### src/sv/rbrm_pkg.sv
// Shared types and constants of the receive buffer ring manager.
// Depends on nothing; every other file of the block imports it.
`default_nettype none

package rbrm_pkg;

   localparam int RING_SLOTS = 64;
   localparam int IDX_W = $clog2(RING_SLOTS);
   localparam int PTR_W = IDX_W + 1;
   localparam int STAMP_W = 32;
   localparam int COUNT_W = 7;
   localparam logic [STAMP_W-1:0] TIMEOUT_RESET = 32'd250;

   typedef enum logic [1:0] {
      SLOT_FREE    = 2'd0,
      SLOT_PENDING = 2'd1,
      SLOT_READY   = 2'd2,
      SLOT_IN_USE  = 2'd3
   } slot_state_type;

   typedef enum logic [2:0] {
      RSP_OK          = 3'd0,
      RSP_FULL        = 3'd1,
      RSP_BUSY        = 3'd2,
      RSP_EMPTY       = 3'd3,
      RSP_BAD_INDEX   = 3'd4,
      RSP_WRONG_STATE = 3'd5
   } rsp_code_type;

   typedef enum logic [2:0] {
      MODE_CLAIM    = 3'd0,
      MODE_COMPLETE = 3'd1,
      MODE_TAKE     = 3'd2,
      MODE_RELEASE  = 3'd3,
      MODE_SWEEP    = 3'd4
   } mode_type;

   typedef enum logic [2:0] {
      ST_IDLE,
      ST_CLAIM_SKIP,
      ST_CLAIM_HEAD,
      ST_TAKE,
      ST_RELEASE,
      ST_SWEEP_ADD,
      ST_SWEEP_SUB,
      ST_DONE
   } fsm_state_type;

   typedef enum logic {
      ALU_ADD,
      ALU_SUB
   } alu_op_type;

   typedef struct packed {
      logic             en;
      logic [IDX_W-1:0] addr;
      slot_state_type   data;
   } slot_wr_type;

   typedef struct packed {
      logic               en;
      logic [IDX_W-1:0]   addr;
      logic [STAMP_W-1:0] data;
   } stamp_wr_type;

endpackage

`default_nettype wire

### src/sv/rbrm_alu.sv
// Shared 32-bit add/subtract unit of the ring manager's sequencer.
// Depends on rbrm_pkg.
`default_nettype none

module rbrm_alu
   import rbrm_pkg::*;
(
   input  wire alu_op_type         op,
   input  wire logic [STAMP_W-1:0] a,
   input  wire logic [STAMP_W-1:0] b,
   output logic      [STAMP_W-1:0] y
);

   always_comb begin
      unique case (op)
         ALU_ADD: y = a + b;
         ALU_SUB: y = a - b;
      endcase
   end

endmodule

`default_nettype wire

### src/sv/rbrm_status_mem.sv
// Slot state memory with one valid bit per entry; an entry never written
// since reset reads as free. Depends on rbrm_pkg.
`default_nettype none

module rbrm_status_mem
   import rbrm_pkg::*;
(
   input  wire logic             clock,
   input  wire logic             reset,
   input  wire slot_wr_type      wr,
   input  wire logic [IDX_W-1:0] rd_addr,
   output slot_state_type        rd_data
);

   slot_state_type          mem [RING_SLOTS];
   logic [RING_SLOTS-1:0]   valid_ff;
   slot_state_type          rd_data_ff;
   logic                    rd_valid_ff;

   always_ff @(posedge clock) begin
      if (reset) begin
         valid_ff <= '0;
      end else if (wr.en) begin
         valid_ff[wr.addr] <= 1'b1;
      end
   end

   always_ff @(posedge clock) begin
      if (wr.en) begin
         mem[wr.addr] <= wr.data;
      end
      rd_data_ff <= mem[rd_addr];
      rd_valid_ff <= valid_ff[rd_addr] & ~reset;
   end

   assign rd_data = rd_valid_ff ? rd_data_ff : SLOT_FREE;

endmodule

`default_nettype wire

### src/sv/rbrm_stamp_mem.sv
// Claim time stamp memory, one write and one registered read per cycle.
// Depends on rbrm_pkg.
`default_nettype none

module rbrm_stamp_mem
   import rbrm_pkg::*;
(
   input  wire logic               clock,
   input  wire stamp_wr_type       wr,
   input  wire logic [IDX_W-1:0]   rd_addr,
   output logic      [STAMP_W-1:0] rd_data
);

   logic [STAMP_W-1:0] mem [RING_SLOTS];
   logic [STAMP_W-1:0] rd_data_ff;

   always_ff @(posedge clock) begin
      if (wr.en) begin
         mem[wr.addr] <= wr.data;
      end
      rd_data_ff <= mem[rd_addr];
   end

   assign rd_data = rd_data_ff;

endmodule

`default_nettype wire

### src/sv/rx_buffer_ring_manager.sv
// Receive buffer ring manager: one item at a time; busy is high from accept to result.
// A claim on a full ring first skips free tail slots; a take examines slots from the tail until
// it finds a ready one or the ring runs empty; a sweep visits every slot, with an extra step
// for each live slot. The strobe cannot be stalled; a new item is accepted in the cycle after
// it, so no new item is taken until the last one is done. Reset is synchronous: all slots
// free, pointers zero.
`default_nettype none

module rx_buffer_ring_manager
   import rbrm_pkg::*;
(
   input  wire logic               clock,
   input  wire logic               reset,
   // Command side
   input  wire logic               start,
   output logic                    busy,
   input  wire logic [2:0]         req_mode,
   input  wire logic [IDX_W-1:0]   req_slot_index,
   input  wire logic [STAMP_W-1:0] req_now_time,
   // Result side
   output logic                    rsp_strobe,
   output logic      [2:0]         rsp_status,
   output logic      [IDX_W-1:0]   rsp_slot_out,
   output logic      [COUNT_W-1:0] rsp_reclaimed_count,
   // Timeout register write
   input  wire logic               csr_valid,
   output logic                    csr_ready,
   input  wire logic [STAMP_W-1:0] csr_timeout_ticks
);

   // Control state.
   fsm_state_type      state_ff, state_in;
   logic [PTR_W-1:0]   head_ff, head_in;
   logic [PTR_W-1:0]   tail_ff, tail_in;
   logic [STAMP_W-1:0] timeout_ff;

   // Per-item working registers.
   logic [IDX_W-1:0]   slot_ff, slot_in;
   logic [STAMP_W-1:0] now_ff, now_in;
   logic [IDX_W-1:0]   idx_ff, idx_in;
   logic [COUNT_W-1:0] cnt_ff, cnt_in;
   logic [STAMP_W-1:0] sum_ff, sum_in;
   rsp_code_type       status_ff, status_in;
   logic [IDX_W-1:0]   out_slot_ff, out_slot_in;
   logic [COUNT_W-1:0] recl_ff, recl_in;

   // Memory and shared unit connections.
   slot_wr_type        st_wr;
   stamp_wr_type       sp_wr;
   logic [IDX_W-1:0]   rd_addr;
   slot_state_type     st_rd;
   logic [STAMP_W-1:0] sp_rd;
   alu_op_type         alu_op;
   logic [STAMP_W-1:0] alu_a, alu_b, alu_y;

   // Ring occupancy: the pointers run modulo twice the ring size, which the
   // natural wrap of PTR_W bits gives.
   logic [PTR_W-1:0]   count;
   logic               full;
   logic               bad_index;
   logic               last_slot;
   logic [IDX_W-1:0]   head_slot, tail_slot;

   assign count     = head_ff - tail_ff;
   assign full      = (count >= PTR_W'(RING_SLOTS - 1));
   assign bad_index = ({1'b0, req_slot_index} >= PTR_W'(RING_SLOTS));
   assign last_slot = (idx_ff == IDX_W'(RING_SLOTS - 1));
   assign head_slot = head_ff[IDX_W-1:0];
   assign tail_slot = tail_ff[IDX_W-1:0];

   rbrm_status_mem u_status_mem (
      .clock   (clock),
      .reset   (reset),
      .wr      (st_wr),
      .rd_addr (rd_addr),
      .rd_data (st_rd)
   );

   rbrm_stamp_mem u_stamp_mem (
      .clock   (clock),
      .wr      (sp_wr),
      .rd_addr (rd_addr),
      .rd_data (sp_rd)
   );

   rbrm_alu u_alu (
      .op (alu_op),
      .a  (alu_a),
      .b  (alu_b),
      .y  (alu_y)
   );

   always_ff @(posedge clock) begin
      if (reset) begin
         state_ff   <= ST_IDLE;
         head_ff    <= '0;
         tail_ff    <= '0;
         timeout_ff <= TIMEOUT_RESET;
      end else begin
         state_ff <= state_in;
         head_ff  <= head_in;
         tail_ff  <= tail_in;
         if (csr_valid && csr_ready) begin
            timeout_ff <= csr_timeout_ticks;
         end
      end
   end

   always_ff @(posedge clock) begin
      slot_ff     <= slot_in;
      now_ff      <= now_in;
      idx_ff      <= idx_in;
      cnt_ff      <= cnt_in;
      sum_ff      <= sum_in;
      status_ff   <= status_in;
      out_slot_ff <= out_slot_in;
      recl_ff     <= recl_in;
   end

   always_comb begin
      state_in    = state_ff;
      head_in     = head_ff;
      tail_in     = tail_ff;
      slot_in     = slot_ff;
      now_in      = now_ff;
      idx_in      = idx_ff;
      cnt_in      = cnt_ff;
      sum_in      = sum_ff;
      status_in   = status_ff;
      out_slot_in = out_slot_ff;
      recl_in     = recl_ff;
      rd_addr     = tail_slot;
      st_wr       = '0;
      sp_wr       = '0;
      alu_op      = ALU_ADD;
      alu_a       = sp_rd;
      alu_b       = timeout_ff;

      unique case (state_ff)
         ST_IDLE: begin
            if (start) begin
               slot_in     = req_slot_index;
               now_in      = req_now_time;
               status_in   = RSP_OK;
               out_slot_in = '0;
               recl_in     = '0;
               unique case (req_mode)
                  MODE_CLAIM: begin
                     // A full ring first tries to drop freed slots at the tail.
                     if (full) begin
                        rd_addr  = tail_slot;
                        state_in = ST_CLAIM_SKIP;
                     end else begin
                        rd_addr  = head_slot;
                        state_in = ST_CLAIM_HEAD;
                     end
                  end
                  MODE_COMPLETE: begin
                     if (bad_index) begin
                        status_in = RSP_BAD_INDEX;
                     end else begin
                        st_wr = '{en: 1'b1, addr: req_slot_index, data: SLOT_READY};
                     end
                     state_in = ST_DONE;
                  end
                  MODE_TAKE: begin
                     if (count == '0) begin
                        status_in = RSP_EMPTY;
                        state_in  = ST_DONE;
                     end else begin
                        rd_addr  = tail_slot;
                        state_in = ST_TAKE;
                     end
                  end
                  MODE_RELEASE: begin
                     if (bad_index) begin
                        status_in = RSP_BAD_INDEX;
                        state_in  = ST_DONE;
                     end else begin
                        rd_addr  = req_slot_index;
                        state_in = ST_RELEASE;
                     end
                  end
                  MODE_SWEEP: begin
                     idx_in   = '0;
                     cnt_in   = '0;
                     rd_addr  = '0;
                     state_in = ST_SWEEP_ADD;
                  end
                  default: begin
                     status_in = RSP_WRONG_STATE;
                     state_in  = ST_DONE;
                  end
               endcase
            end
         end

         ST_CLAIM_SKIP: begin
            // The read of the next tail slot is issued while this one is checked.
            if (count != '0 && st_rd == SLOT_FREE) begin
               tail_in = tail_ff + PTR_W'(1);
               rd_addr = tail_in[IDX_W-1:0];
            end else if (full) begin
               status_in = RSP_FULL;
               state_in  = ST_DONE;
            end else begin
               rd_addr  = head_slot;
               state_in = ST_CLAIM_HEAD;
            end
         end

         ST_CLAIM_HEAD: begin
            if (st_rd != SLOT_FREE) begin
               status_in = RSP_BUSY;
            end else begin
               st_wr       = '{en: 1'b1, addr: head_slot, data: SLOT_PENDING};
               sp_wr       = '{en: 1'b1, addr: head_slot, data: now_ff};
               head_in     = head_ff + PTR_W'(1);
               out_slot_in = head_slot;
            end
            state_in = ST_DONE;
         end

         ST_TAKE: begin
            // Every examined slot is passed by the tail, found or not.
            tail_in = tail_ff + PTR_W'(1);
            if (st_rd == SLOT_READY) begin
               st_wr       = '{en: 1'b1, addr: tail_slot, data: SLOT_IN_USE};
               out_slot_in = tail_slot;
               state_in    = ST_DONE;
            end else if (count == PTR_W'(1)) begin
               status_in = RSP_EMPTY;
               state_in  = ST_DONE;
            end else begin
               rd_addr = tail_in[IDX_W-1:0];
            end
         end

         ST_RELEASE: begin
            if (st_rd == SLOT_IN_USE) begin
               st_wr = '{en: 1'b1, addr: slot_ff, data: SLOT_FREE};
            end else begin
               status_in = RSP_WRONG_STATE;
            end
            state_in = ST_DONE;
         end

         ST_SWEEP_ADD: begin
            // Live slots get their deadline, stamp plus timeout, from the shared unit.
            if (st_rd == SLOT_PENDING || st_rd == SLOT_READY) begin
               alu_op   = ALU_ADD;
               alu_a    = sp_rd;
               alu_b    = timeout_ff;
               sum_in   = alu_y;
               state_in = ST_SWEEP_SUB;
            end else if (last_slot) begin
               recl_in  = cnt_ff;
               state_in = ST_DONE;
            end else begin
               idx_in  = idx_ff + IDX_W'(1);
               rd_addr = idx_in;
            end
         end

         ST_SWEEP_SUB: begin
            // Expired when the time is strictly after the deadline, modulo 2^32.
            alu_op = ALU_SUB;
            alu_a  = now_ff;
            alu_b  = sum_ff;
            if (alu_y != '0 && !alu_y[STAMP_W-1]) begin
               st_wr = '{en: 1'b1, addr: idx_ff, data: SLOT_FREE};
               if (cnt_ff != '1) begin
                  cnt_in = cnt_ff + COUNT_W'(1);
               end
            end
            if (last_slot) begin
               recl_in  = cnt_in;
               state_in = ST_DONE;
            end else begin
               idx_in   = idx_ff + IDX_W'(1);
               rd_addr  = idx_in;
               state_in = ST_SWEEP_ADD;
            end
         end

         ST_DONE: begin
            state_in = ST_IDLE;
         end

         default: begin
            state_in = ST_IDLE;
         end
      endcase
   end

   assign busy                = (state_ff != ST_IDLE);
   assign csr_ready           = 1'b1;
   assign rsp_strobe          = (state_ff == ST_DONE);
   assign rsp_status          = status_ff;
   assign rsp_slot_out        = out_slot_ff;
   assign rsp_reclaimed_count = recl_ff;

endmodule

`default_nettype wire
### config.mk
export PLATFORM = sky130hd
export DESIGN_NAME = rx_buffer_ring_manager
export DESIGN_NICKNAME = d
export VERILOG_FILES = /design/src/sv/rbrm_pkg.sv /design/src/sv/rbrm_alu.sv /design/src/sv/rbrm_status_mem.sv /design/src/sv/rbrm_stamp_mem.sv /design/src/sv/rx_buffer_ring_manager.sv
export SDC_FILE = /design/constraint.sdc
export NUM_CORES = 2
export LEC_CHECK = 0
export BUFFER_PORTS_ARGS = -buffer_cell sky130_fd_sc_hd__buf_2
export CAP_MARGIN = 10
export CORE_UTILIZATION = 50
export CTS_CLUSTER_DIAMETER = 100
export DETAILED_ROUTE_END_ITERATION = 16
export PLACE_DENSITY = 0.65
export SLEW_MARGIN = 10
export SYNTH_ARGS = -nofsm -noshare
export SYNTH_HDL_FRONTEND = slang
export SYNTH_SLANG_ARGS = --single-unit
export TNS_END_PERCENT = 20
### constraint.sdc
create_clock -name clock -period 11.2 [get_ports clock]
set_input_delay 0.56 -clock clock [delete_from_list [all_inputs] [get_ports clock]]
set_output_delay 0.56 -clock clock [all_outputs]
set_load 0.1 [all_outputs]
==> impl_metrics.json <==
{
  "outcome": "finished clean",
  "worst-path-buf-inv": 1,
  "rows": 164,
  "antenna_left": 0,
  "grt_overflow": 0,
  "cp_cell_sequence": "and3b_2 > buf_4 > nand4_1 > and2_1 > nor3_1 > xor2_1 > nand2_1 > o21ai_0 > ha_1 > a21oi_1 > nor3_1 > nor3_1 > o21ai_0 > a31oi_1 > xnor2_1 > or4_1 > nor3_1 > nand4_1 > nor3_4 > o21ai_1 > or3b_1 > nor2_1",
  "fin_util_pct": 56.6,
  "gp_congestion": 0.887,
  "synth.avg_cell_area_um2": 13.6,
  "crit_path_start_kind": "flip-flop",
  "required_ns": 11.79,
  "fin_crit_ns": 8.34,
  "synth_area_mm2": 0.101,
  "maxSlewHeadroom_pct": 18.2,
  "critPathSlowestCell": "dfxtp_1",
  "hold_viol": 0,
  "yosysSeqAreaShare_pct": 70.5,
  "clock_sinks": 2423,
  "fmax_mhz": 120,
  "postSynth.asyncResetShare_pct": 0,
  "post-cts-setup-buffers": 0,
  "grt_max_degree": 167,
  "end_kind": "flip-flop",
  "multi_input_comb_area_mm2": 0.0281,
  "drtIter0Drc": 8689,
  "dp.cells": 9909,
  "first_pass_iters": 7,
  "syn_inst": 7462,
  "syn_nets": 7586,
  "cap_violations": 0,
  "maxSlewViolCount": 0,
  "fin_setup_tns_ns": 0,
  "finClkSkew_ns": 0.0898,
  "fin_nets": 7686,
  "area_growth_pct": 12.1,
  "ys_types": 106,
  "antenna_found_initial": 18,
  "finalCritPeriodShare_pct": 74.5,
  "vias_per_cell": 6.16,
  "crit_fanout": 43,
  "fin_area_mm2": 0.113,
  "tightest_slew_ns": 1.22,
  "clockRootBuffer": "clkbuf_16",
  "ys.flop_type": "edfxtp_1",
  "postCtsHoldBufs": 70,
  "portBuffers": 94,
  "die_w_um": 452,
  "cts_tree": "done",
  "core_mm2": 0.200,
  "slowest_delay_ns": 0.82,
  "setup_viol": 0,
  "placedInstanceArea_mm2": 0.105,
  "clockBufferDepth": 3,
  "fillCellCount": 15800,
  "via_count": 64300,
  "cp_top_family": "simple AND/OR/NAND/NOR gates",
  "hpwl_um": 161000,
  "ff_latch_area_mm2": 0.0713,
  "grt_pass1_wl_um": 417000,
  "path_class": "reg2reg",
  "rsz0062_at_grt": "no",
  "synth_edf_count": 2275,
  "synth_seq_cells": 2423,
  "synth-warning-count": 0,
  "critPathArrivalTime_ns": 8.94,
  "drt_wl_total_um": 288000,
  "finalNonFillerCells": 10400,
  "clk_latency_ns": 0.94,
  "post_drt_wl_per_cell_um": 27.6,
  "grt_pass1_vias": 61000,
  "die-area_mm2": 0.204,
  "fp.dieH_um": 452,
  "initial_core_util_pct": 50.5,
  "cts_resized": 0,
  "crit_path_frequent_cell": "nor3_1",
  "numCtsBuffers": 237,
  "io_pins": 96,
  "path_clk_slew_ns": 0.06,
  "min_path_type": "in2reg",
  "drive_above_1_share_pct": 10.7,
  "drc_errors": 0,
  "grtUsageTotal_pct": 27.9,
  "htreeDepth": 4
}
==> worst reg2reg max path: stages (launching register included) <==
cell and delay [ns]:
dfxtp_1 0.82, and3b_2 0.58, buf_4 0.49, nand4_1 0.21, and2_1 0.25, nor3_1 0.18, xor2_1 0.18, nand2_1 0.07
o21ai_0 0.19, ha_1 0.38, a21oi_1 0.33, nor3_1 0.08, nor3_1 0.47, o21ai_0 0.14, a31oi_1 0.31, xnor2_1 0.14
or4_1 0.46, nor3_1 0.27, nand4_1 0.23, nor3_4 0.71, o21ai_1 0.60, or3b_1 0.66, nor2_1 0.24
==> stage by stage <==
| step | hold WS (ns) | worst slack, ns |
|---|---|---|
| 6_report | 0.171 | 2.86 |
| 3_3_place_gp | 0.439 | 2.98 |
| 2_1_floorplan | 0.427 | 4.68 |
| 5_1_grt | 0.184 | 2.20 |
| 4_1_cts | 0.0855 | 2.94 |
| 3_5_place_dp | 0.447 | 2.96 |
==> final timing paths <==
path	startpoint	to	slack [ns]	cells after the start
worst min register to register	u_status_mem.valid_ff[46]$_SDFFE_PP0N_	u_status_mem.valid_ff[46]$_SDFFE_PP0N_	0.47	1
worst min-delay path	start	state_ff[0]$_SDFFE_PP0P_	0.17	3
worst max-delay path	state_ff[2]$_SDFFE_PP0P_	u_status_mem.mem[13][0]$_DFFE_PP_	2.86	22
worst max register to register	state_ff[2]$_SDFFE_PP0P_	u_status_mem.mem[13][0]$_DFFE_PP_	2.86	22
==> per-layer routing <==
layer  GRT usage [%]  vias up  part of all wire, %
met3            4.54      549                  9.7
met4            12.2       10                  4.5
li1                -    28200                    -
met2            43.6     3306                   46
met5               0        -                0.021
met1            38.6    32200                   40
==> layout make-up <==
cell class | count | area share (%)
Multi-Input combinational cell | 4515 | 24.7
Tap cell | 2656 | 2.93
Antenna cell | 5 | 0.0110
Inverter | 36 | 0.119
Sequential cell | 2423 | 62.9
Timing Repair Buffer | 349 | 2.42
Clock inverter | 160 | 1.42
Clock buffer | 291 | 5.48
==> synth_stat cells (all sizes together), types with 43 or more instances <==
cell type	instances	area, um^2
nand2	1614	6060
ha	45	563
o21ai	135	683
o2bb2ai	65	632
a21oi	130	662
buf	311	1690
edfxtp	2275	68300
a311o	47	470
nand3	423	2120
a32oi	58	508
nor2	309	1180
a31oi	81	513
and3	201	1260
and2	43	270
clkbuf	177	668
mux2i	652	6530
nor3	50	272
dfxtp	148	2960
a311oi	166	1450
==> cells by family (layout without fill, tap and decap cells) <==
group | after synthesis | after routing | share of synthesized area, %
XOR/XNOR | 82 | 82 | 0.743
flip-flops | 2423 | 2423 | 70.5
buffers and inverters | 524 | 836 | 2.47
AO/OA/AOI/OAI | 925 | 925 | 6.83
adder cells (fa/ha/maj) | 48 | 48 | 0.606
other | 1 | 6 | 0.00371
multiplexers | 674 | 674 | 6.79
AND/OR/NAND/NOR | 2785 | 2785 | 12.1
==> cell usage in the layout, fill, tap and decap left out, drive strengths merged, types with 43 or more instances in the layout <==
cell,Yosys,final
a21oi,130,130
a311o,47,47
a311oi,166,166
a31oi,81,81
a32oi,58,58
and2,43,43
and3,201,201
buf,311,279
clkbuf,177,291
clkinv,1,126
dfxtp,148,148
dlygate4sd3,0,70
edfxtp,2275,2275
ha,45,45
mux2i,652,652
nand2,1614,1614
nand3,423,423
nor2,309,309
nor3,50,50
o21ai,135,135
o2bb2ai,65,65
==> state kept, by name, indices dropped and copies added (netlist names), 7 cells and up <==
signal / flops
cnt_ff: 7
head_ff: 7
now_ff: 32
rsp_reclaimed_count: 7
sum_ff: 32
tail_ff: 7
timeout_ff: 32
u_stamp_mem.mem: 2048
u_stamp_mem.rd_data: 32
u_status_mem.mem: 128
u_status_mem.valid_ff: 64
Power is left out: the tool's default activity adds up to more than one toggle a clock period on the data nets, which glitch-free logic cannot reach.
